## src/hw/rtl/cfi_pkg.sv

```systemverilog
package cfi_pkg;

  // sequencer states of the top level
  typedef enum logic [1:0] {
    ST_CLEAR,
    ST_IDLE,
    ST_EXEC,
    ST_ERASE
  } state_t;

  // read modes of one bank
  typedef enum logic [1:0] {
    MODE_ARRAY,
    MODE_STATUS,
    MODE_ID,
    MODE_QUERY
  } mode_t;

  // program phases of one bank
  typedef enum logic [2:0] {
    PH_NONE,
    PH_WORD,
    PH_ERASE,
    PH_BUFCNT,
    PH_BUFDATA,
    PH_BUFCONF
  } phase_t;

  // request types
  localparam logic [1:0] REQ_READ   = 2'd0;
  localparam logic [1:0] REQ_WRITE  = 2'd1;
  localparam logic [1:0] REQ_LOAD   = 2'd2;
  localparam logic [1:0] REQ_UNUSED = 2'd3;

  // command codes
  localparam logic [7:0] CMD_READ_ARRAY     = 8'hff;
  localparam logic [7:0] CMD_READ_ARRAY_ALT = 8'hf0;
  localparam logic [7:0] CMD_READ_STATUS    = 8'h70;
  localparam logic [7:0] CMD_CLEAR_STATUS   = 8'h50;
  localparam logic [7:0] CMD_READ_ID        = 8'h90;
  localparam logic [7:0] CMD_QUERY          = 8'h98;
  localparam logic [7:0] CMD_WORD_PROG      = 8'h10;
  localparam logic [7:0] CMD_WORD_PROG_ALT  = 8'h40;
  localparam logic [7:0] CMD_ERASE          = 8'h20;
  localparam logic [7:0] CMD_BUF_PROG       = 8'he8;
  localparam logic [7:0] CMD_CONFIRM        = 8'hd0;

  localparam logic [7:0] STATUS_READY = 8'h80;
  localparam logic [7:0] ID_MANUF     = 8'h89;
  localparam logic [7:0] ID_DEVICE    = 8'h18;

  localparam int unsigned BUF_CNT_W = 17;

  // request from the sequencer to the bank command logic
  typedef struct packed {
    logic        exec;
    logic        bank;
    logic [7:0]  code;
    logic [15:0] count;
  } cmd_req_t;

  // controls back from the bank command logic
  typedef struct packed {
    logic       prog;
    logic       erase;
    mode_t      mode;
    logic [7:0] status;
  } cmd_ctl_t;

  // query table by word offset
  function automatic logic [7:0] query_byte(input logic [19:0] w);
    logic [7:0] q;
    case (w)
      20'h10:  q = 8'h51;
      20'h11:  q = 8'h52;
      20'h12:  q = 8'h59;
      20'h13:  q = 8'h01;
      20'h27:  q = 8'h1a;
      20'h28:  q = 8'h02;
      20'h2a:  q = 8'h05;
      20'h2c:  q = 8'h01;
      20'h2d:  q = 8'hff;
      20'h30:  q = 8'h04;
      default: q = 8'h00;
    endcase
    return q;
  endfunction

endpackage

```

## src/hw/rtl/cfi_cmd.sv

```systemverilog
module cfi_cmd (
  input  logic              clk,
  input  logic              rst_n,
  input  cfi_pkg::cmd_req_t req,
  output cfi_pkg::cmd_ctl_t ctl
);

  cfi_pkg::mode_t                 mode_r  [2];
  cfi_pkg::mode_t                 mode_nxt[2];
  cfi_pkg::phase_t                ph_r    [2];
  cfi_pkg::phase_t                ph_nxt  [2];
  logic [7:0]                     stat_r  [2];
  logic [7:0]                     stat_nxt[2];
  logic [cfi_pkg::BUF_CNT_W-1:0]  cnt_r   [2];
  logic [cfi_pkg::BUF_CNT_W-1:0]  cnt_nxt [2];
  logic [cfi_pkg::BUF_CNT_W-1:0]  seen_r  [2];
  logic [cfi_pkg::BUF_CNT_W-1:0]  seen_nxt[2];
  logic [cfi_pkg::BUF_CNT_W-1:0]  seen_inc;
  cfi_pkg::phase_t                ph;

  assign ph       = ph_r[req.bank];
  assign seen_inc = seen_r[req.bank] + 17'd1;

  // controls for the selected bank
  always_comb begin
    ctl.mode   = mode_r[req.bank];
    ctl.status = stat_r[req.bank];
    ctl.prog   = req.exec && (ph == cfi_pkg::PH_WORD || ph == cfi_pkg::PH_BUFDATA);
    ctl.erase  = req.exec && ph == cfi_pkg::PH_ERASE && req.code == cfi_pkg::CMD_CONFIRM;
  end

  // command state machine next state
  always_comb begin
    mode_nxt = mode_r;
    ph_nxt   = ph_r;
    stat_nxt = stat_r;
    cnt_nxt  = cnt_r;
    seen_nxt = seen_r;
    if (req.exec) begin
      case (ph)
        cfi_pkg::PH_WORD: begin
          ph_nxt[req.bank]   = cfi_pkg::PH_NONE;
          mode_nxt[req.bank] = cfi_pkg::MODE_STATUS;
        end
        cfi_pkg::PH_BUFCNT: begin
          cnt_nxt[req.bank]  = {1'b0, req.count} + 17'd1;
          seen_nxt[req.bank] = '0;
          ph_nxt[req.bank]   = cfi_pkg::PH_BUFDATA;
        end
        cfi_pkg::PH_BUFDATA: begin
          seen_nxt[req.bank] = seen_inc;
          if (seen_inc >= cnt_r[req.bank]) begin
            ph_nxt[req.bank] = cfi_pkg::PH_BUFCONF;
          end
        end
        cfi_pkg::PH_BUFCONF: begin
          if (req.code == cfi_pkg::CMD_CONFIRM) begin
            ph_nxt[req.bank]   = cfi_pkg::PH_NONE;
            mode_nxt[req.bank] = cfi_pkg::MODE_STATUS;
          end
        end
        cfi_pkg::PH_ERASE: begin
          if (req.code == cfi_pkg::CMD_CONFIRM) begin
            stat_nxt[req.bank] = cfi_pkg::STATUS_READY;
            ph_nxt[req.bank]   = cfi_pkg::PH_NONE;
            mode_nxt[req.bank] = cfi_pkg::MODE_STATUS;
          end
        end
        default: begin
          case (req.code)
            cfi_pkg::CMD_READ_ARRAY, cfi_pkg::CMD_READ_ARRAY_ALT:
              mode_nxt[req.bank] = cfi_pkg::MODE_ARRAY;
            cfi_pkg::CMD_READ_STATUS: mode_nxt[req.bank] = cfi_pkg::MODE_STATUS;
            cfi_pkg::CMD_CLEAR_STATUS: stat_nxt[req.bank] = cfi_pkg::STATUS_READY;
            cfi_pkg::CMD_READ_ID: mode_nxt[req.bank] = cfi_pkg::MODE_ID;
            cfi_pkg::CMD_QUERY: mode_nxt[req.bank] = cfi_pkg::MODE_QUERY;
            cfi_pkg::CMD_WORD_PROG, cfi_pkg::CMD_WORD_PROG_ALT: begin
              ph_nxt[req.bank]   = cfi_pkg::PH_WORD;
              mode_nxt[req.bank] = cfi_pkg::MODE_STATUS;
            end
            cfi_pkg::CMD_ERASE: begin
              ph_nxt[req.bank]   = cfi_pkg::PH_ERASE;
              mode_nxt[req.bank] = cfi_pkg::MODE_STATUS;
            end
            cfi_pkg::CMD_BUF_PROG: begin
              ph_nxt[req.bank]   = cfi_pkg::PH_BUFCNT;
              mode_nxt[req.bank] = cfi_pkg::MODE_STATUS;
            end
            default: ;
          endcase
        end
      endcase
    end
  end

  // bank state registers
  always_ff @(posedge clk) begin
    if (!rst_n) begin
      for (int b = 0; b < 2; b++) begin
        mode_r[b] <= cfi_pkg::MODE_ARRAY;
        ph_r[b]   <= cfi_pkg::PH_NONE;
        stat_r[b] <= cfi_pkg::STATUS_READY;
        cnt_r[b]  <= '0;
        seen_r[b] <= '0;
      end
    end else begin
      mode_r <= mode_nxt;
      ph_r   <= ph_nxt;
      stat_r <= stat_nxt;
      cnt_r  <= cnt_nxt;
      seen_r <= seen_nxt;
    end
  end

endmodule

```

## config.mk

```make
export PLATFORM = sky130hd
export DESIGN_NAME = cfi_cmd
export DESIGN_NICKNAME = d
export VERILOG_FILES = /design/src/hw/rtl/cfi_pkg.sv /design/src/hw/rtl/cfi_cmd.sv
export SDC_FILE = /design/constraint.sdc
export NUM_CORES = 1
export LEC_CHECK = 0
export BUFFER_PORTS_ARGS = -buffer_cell sky130_fd_sc_hd__buf_2
export CAP_MARGIN = 20
export CORE_MARGIN = 1.5
export CORE_UTILIZATION = 30
export DETAILED_ROUTE_END_ITERATION = 8
export GPL_ROUTABILITY_DRIVEN = 0
export PLACE_DENSITY = 0.54
export SYNTH_ARGS = -nofsm -noshare
export SYNTH_HDL_FRONTEND = slang
export SYNTH_SLANG_ARGS = --single-unit
export TNS_END_PERCENT = 1
```

## constraint.sdc

```tcl
create_clock -name clk -period 6.04 [get_ports clk]
set_clock_uncertainty 0.15 [all_clocks]
set_input_delay 0.906 -clock clk [delete_from_list [all_inputs] [get_ports clk]]
set_output_delay 0.906 -clock clk [all_outputs]
set_load 0.01 [all_outputs]
```

==> results.yml, run 1 <==
run_status:
  outcome: "complete, no violations"
final_layout:
  area_growth_syn_to_layout_pct: 11.65
  layout_common_cells: "dfxtp_1 (94), nand2_1 (76), mux2i_1 (45), buf_2 (38), o211a_1 (31)"
  final_common_cell: "dfxtp_1"
  final_area_sq_mm: 0.006030
  nNetsFinal: 654
  drive_gt1_frac: 0.1552
  num_antenna_cells: 0
cts:
  ctsLongestPathBuffers: 2
  cts_resized: 0
  postCtsSetupRepairBufs: 0
  clock_sinks: 94
  clk_latency_ns: 0.35
  cts_buffers: 9
  htreeDepth: 3
  cts_tree: "built"
  cts-hold-fix-buffers: 0
  clockRootBuffer: "clkbuf_16"
  clk_transition_reported_paths_ns: 0.07
placed_design:
  dpl-instance-area_sq_mm: 0.005739
  port_buffers: 39
  pre_cts_ws_ns: 0.9580
  place.detailed.hpwl_mm: 9.284
timing:
  fin_ws_ns: 1.306
  hold_viol: 0
  tightest_slew_ns: 1.124
  finalSetupTns_ns: 0
  fmax_ghz: 0.2112
  rsz0062_at_grt: "false"
  setup_viol: 0
  slew_violations: 0
  slew_headroom: 0.2467
  fin_crit_ns: 4.734
  min_period_over_period: 0.7838
logic_synthesis:
  ys.flop_type: "dfxtp_1"
  synth_cell_type_count: 69
  synth_nets: 636
  synth.top_cell.area_share: 0.3485
  synth_top_cell_by_area: "dfxtp_1"
  synth_area_sq_mm: 0.005400
  async_flop_share: 0
  yosys_warnings: 0
  synth.avg_cell_area_sq_um: 9.168
  yosysSeqAreaShare: 0.3485
  synth.area.top_cells: "dfxtp_1 (35%), mux2i_1 (8.3%), o211a_1 (5.7%)"
  synth-edff-count: 0
  syn_inst: 589
  ys_ff_latch: 94
global_route:
  first_global_vias: 4204
  grt-ovfl-total: 0
  grtUsageTotal: 0.1453
  grt_pass1_wl_mm: 21.36
  grt_max_degree: 55
  antenna_found_initial: 0
worst_hold_path:
  min_path_type: "flip-flop to flip-flop"
power_and_ir_drop:
  p_leak_nw: 2.622
  power.total_mw: 1.250
  vdd_drop_max_uv: 140.1
  power_density_mw_per_mm2: 207.3
route:
  drt-total-wl_mm: 12.94
  drt-vias-per-instance: 5.229
  antenna_left: 0
  drtIter0Drc: 209
  remaining_drc_errors: 0
  vias: 4377
  wire_per_inst_um: 15.46
  drtPass1Iterations: 7
die:
  dieArea_sq_mm: 0.01881
  coreArea_sq_mm: 0.01742
  die_h_um: 137.2
  num_rows: 48
  die-width_um: 137.2
  start_util: 0.3101
  pin_count: 40
critical_path:
  end_kind: "flip-flop"
  cp.required_ns: 6.15
  crit_fanout: 41
  critical_path_arrival_ns: 4.84
  startpoint_type: "input pin"
  crit_type: "input pin to flip-flop"
run:
  drv_cap: 0
-- logic make-up after synthesis --
family	synth area share
adder cells (fa/ha/maj)	0.04402
XOR/XNOR	0.05283
AO/OA/AOI/OAI	0.1826
buffers and inverters	0.04703
flip-flops	0.3485
AND/OR/NAND/NOR	0.2108
multiplexers	0.1142
-- worst paths after layout --
kind               from          to  slack, ns  cells past startpoint
min          stat_r[14]  stat_r[14]       0.28                      2
max             req[24]     ph_r[0]       1.31                     14
max reg2reg   seen_r[0]     ph_r[0]       2.06                     13
min reg2reg  stat_r[14]  stat_r[14]       0.28                      2
-- synthesized netlist by cell type (3+ instances only) --
cell type	count
a211oi_2	4
a21o_1	3
a21oi_1	12
a22oi_1	21
a32o_1	4
and2_1	10
and3_1	6
buf_2	17
clkbuf_1	16
dfxtp_1	94
ha_1	19
inv_1	16
mux2_2	7
mux2i_1	45
nand2_1	76
nand2b_1	6
nand3_1	27
nand3b_1	4
nand4_1	8
nor2_1	19
nor2b_1	27
nor3_1	6
nor3_2	4
nor4_1	5
o211a_1	31
o21ai_0	16
o21ai_1	5
or3_1	3
xnor2_1	14
xor2_1	16
-- power by group --
group	internal, mW	total (mW)	switching, mW
clock	0.289	0.557	0.269
combinational	0.0271	0.0732	0.0461
sequential	0.619	0.620	0.000231
-- final cells by class --
type	instances	area [sq um]
Clock buffer	9	225.2
Clock inverter	7	65.06
Fill cell	1813	11390
Inverter	17	63.81
Multi-Input combinational cell	441	3277
Sequential cell	94	1882
Tap cell	225	281.5
Timing Repair Buffer	44	235.2
-- worst max-delay path, stage by stage --
cell and delay, ns:
buf_4 0.44, mux2_2 0.28, ha_1 0.23, inv_1 0.10, a211oi_4 0.37, nand2_1 0.11, xor2_1 0.15, o21ai_0 0.37
ha_1 0.32, a211oi_1 0.23, nor2_1 0.08, o41ai_1 0.79, a211oi_2 0.21, mux2i_1 0.22
-- metal layers --
metal / routed length (um) / part of all wire / up-vias / GRT usage
li1: - / - / 2160 / -
met1: 5963 / 0.46 / 2116 / 0.1912
met2: 6218 / 0.48 / 86 / 0.2365
met3: 527 / 0.041 / 15 / 0.02926
met4: 227 / 0.018 / 0 / 0.04971
met5: 0 / 0 / - / 0
-- per-stage QoR --
stage	hold slack, ns	util	instances
after floorplan	0.2548	-	589
after global placement	0.2672	0.3295	821
after detailed placement	0.2714	0.3295	821
after CTS	0.2823	0.3462	837
after global routing	0.3016	0.3462	837
final	0.2805	0.3462	837
-- state kept, by name (all words and copies together), names as in the netlist --
register and count:
stat_r 16, cnt_r 34, mode_r 4, ph_r 6, seen_r 34
(Power assumes the default switching activity.)
==> inputs of run 2 (changes only) <==
clock period = 4.65 ns   (was 6.04 ns; I/O delays follow)
==> results.yml, run 2 (synthesis gave the netlist of run 1 again) <==
die:
  pin_count: 40
  die-width_um: 137.2
  coreArea_sq_mm: 0.01742
  num_rows: 48
  start_util: 0.3101
  die_h_um: 137.2
  dieArea_sq_mm: 0.01881
cts:
  htreeDepth: 3
  clk_transition_reported_paths_ns: 0.07
  ctsLongestPathBuffers: 2
  cts-hold-fix-buffers: 0
  cts_buffers: 9
  postCtsSetupRepairBufs: 0
  cts_tree: "built"
  clock_sinks: 94
  clockRootBuffer: "clkbuf_16"
  cts_resized: 0
  clk_latency_ns: 0.35
route:
  drtIter0Drc: 240
  drt-vias-per-instance: 5.132
  drt-total-wl_mm: 12.75
  vias: 4306
  antenna_left: 0
  wire_per_inst_um: 15.20
  remaining_drc_errors: 0
  drtPass1Iterations: 4
timing:
  slew_violations: 0
  hold_viol: 0
  fin_crit_ns: 3.934
  finalSetupTns_ns: 0
  slew_headroom: 0.4180
  setup_viol: 0
  fmax_ghz: 0.2542
  min_period_over_period: 0.8460
  rsz0062_at_grt: "false"
  tightest_slew_ns: 0.8593
run:
  drv_cap: 0
final_layout:
  final_area_sq_mm: 0.006078
  fill_cells: 1795
  top_regs: "cnt_r x34, seen_r x34, stat_r x16"
  final_common_cell: "dfxtp_1"
  num_antenna_cells: 0
  layout_common_cells: "dfxtp_1 (94), nand2_1 (76), mux2i_1 (45), buf_2 (38), o211a_1 (31)"
  nNetsFinal: 656
  area_growth_syn_to_layout_pct: 12.56
  drive_gt1_frac: 0.1596
critical_path:
  crit_fanout: 11
  cp.required_ns: 4.78
  end_kind: "flip-flop"
  crit_slowest_cell: "o21ai_0"
  critical_path_arrival_ns: 4.07
  cp_common_cell: "ha_1"
  crit_type: "input pin to flip-flop"
  crit_chain: "buf_4 -> mux2_2 -> ha_1 -> inv_1 -> a211oi_4 -> nand2_1 -> xor2_1 -> o21ai_0 -> ha_1 -> nand4_1 -> nor4_1 -> nor3_1 -> o211a_1 -> a211oi_2 -> mux2i_1"
  startpoint_type: "input pin"
  critical-path-max-stage-delay_ns: 0.40
run_status:
  outcome: "complete, no violations"
power_and_ir_drop:
  p_leak_nw: 2.661
  vdd_drop_max_uv: 139.9
  power_density_mw_per_mm2: 276.5
placed_design:
  port_buffers: 39
  place.detailed.hpwl_mm: 9.175
  dpl-instance-area_sq_mm: 0.005754
global_route:
  met1_usage: 0.1744
  grtUsageTotal: 0.1424
  grt_pass1_wl_mm: 20.62
  grt_use_met2: 0.2448
  antenna_found_initial: 0
  met3_usage: 0.02593
  busiest_layer: "met2"
  first_global_vias: 4124
  grt-ovfl-total: 0
  grt_max_degree: 52
worst_hold_path:
  min_path_type: "flip-flop to flip-flop"
[run 2: worst max-delay path: cells and delay by family]
| family | cells | cell delay [ns] |
|---|---|---|
| AOI/OAI and AO/OA | 4 | 1.33 |
| buffers and inverters | 2 | 0.25 |
| adders and majority gates | 2 | 0.47 |
| xor gates and xnor gates | 1 | 0.14 |
| muxes | 2 | 0.49 |
| and+or+nand+nor | 4 | 0.69 |
[run 2: per-stage QoR]
step / util / total power, mW / cells / hold WS (ns) / setup slack, ns
after floorplan: - / 0.8915 / 589 / 0.2548 / 0.08717
final: 0.3490 / 1.681 / 839 / 0.2843 / 0.7159
after global placement: 0.3304 / 0.9163 / 822 / 0.2673 / 0.4063
after CTS: 0.3483 / 1.704 / 838 / 0.2865 / 0.7408
after global routing: 0.3490 / 1.753 / 839 / 0.3109 / 0.4476
after detailed placement: 0.3304 / 0.9184 / 822 / 0.2731 / 0.3881
[run 2: where the power goes]
group	internal, mW	switching [mW]
clock network	0.430	0.352
logic	0.0359	0.0577
registers	0.804	0.000306
total	1.27	0.410
[run 2: worst paths after layout]
check / start / endpoint / slack [ns] / depth (start not counted)
worst max-delay path: req[24] / ph_r[4] / 0.72 / 15
worst min register to register: stat_r[11] / stat_r[11] / 0.28 / 2
worst min-delay path: stat_r[11] / stat_r[11] / 0.28 / 2
worst max register to register: seen_r[0] / ph_r[4] / 0.90 / 14
[run 2: area by class of cell]
cell class	count	area [sq um]	share of cell area
sequential	94	1882	0.3096
tap	225	281.5	0.04632
multi-input combinational	441	3284	0.5403
clock inverter	7	87.58	0.01441
inverter	17	63.81	0.01050
clock buffer	9	225.2	0.03705
timing repair buffer	46	254.0	0.04179
[run 2: layer usage]
metal / vias up / part of all wire
li1: 2152 / -
met1: 2071 / 0.47
met2: 69 / 0.48
met3: 14 / 0.032
met4: 0 / 0.019
met5: - / 0
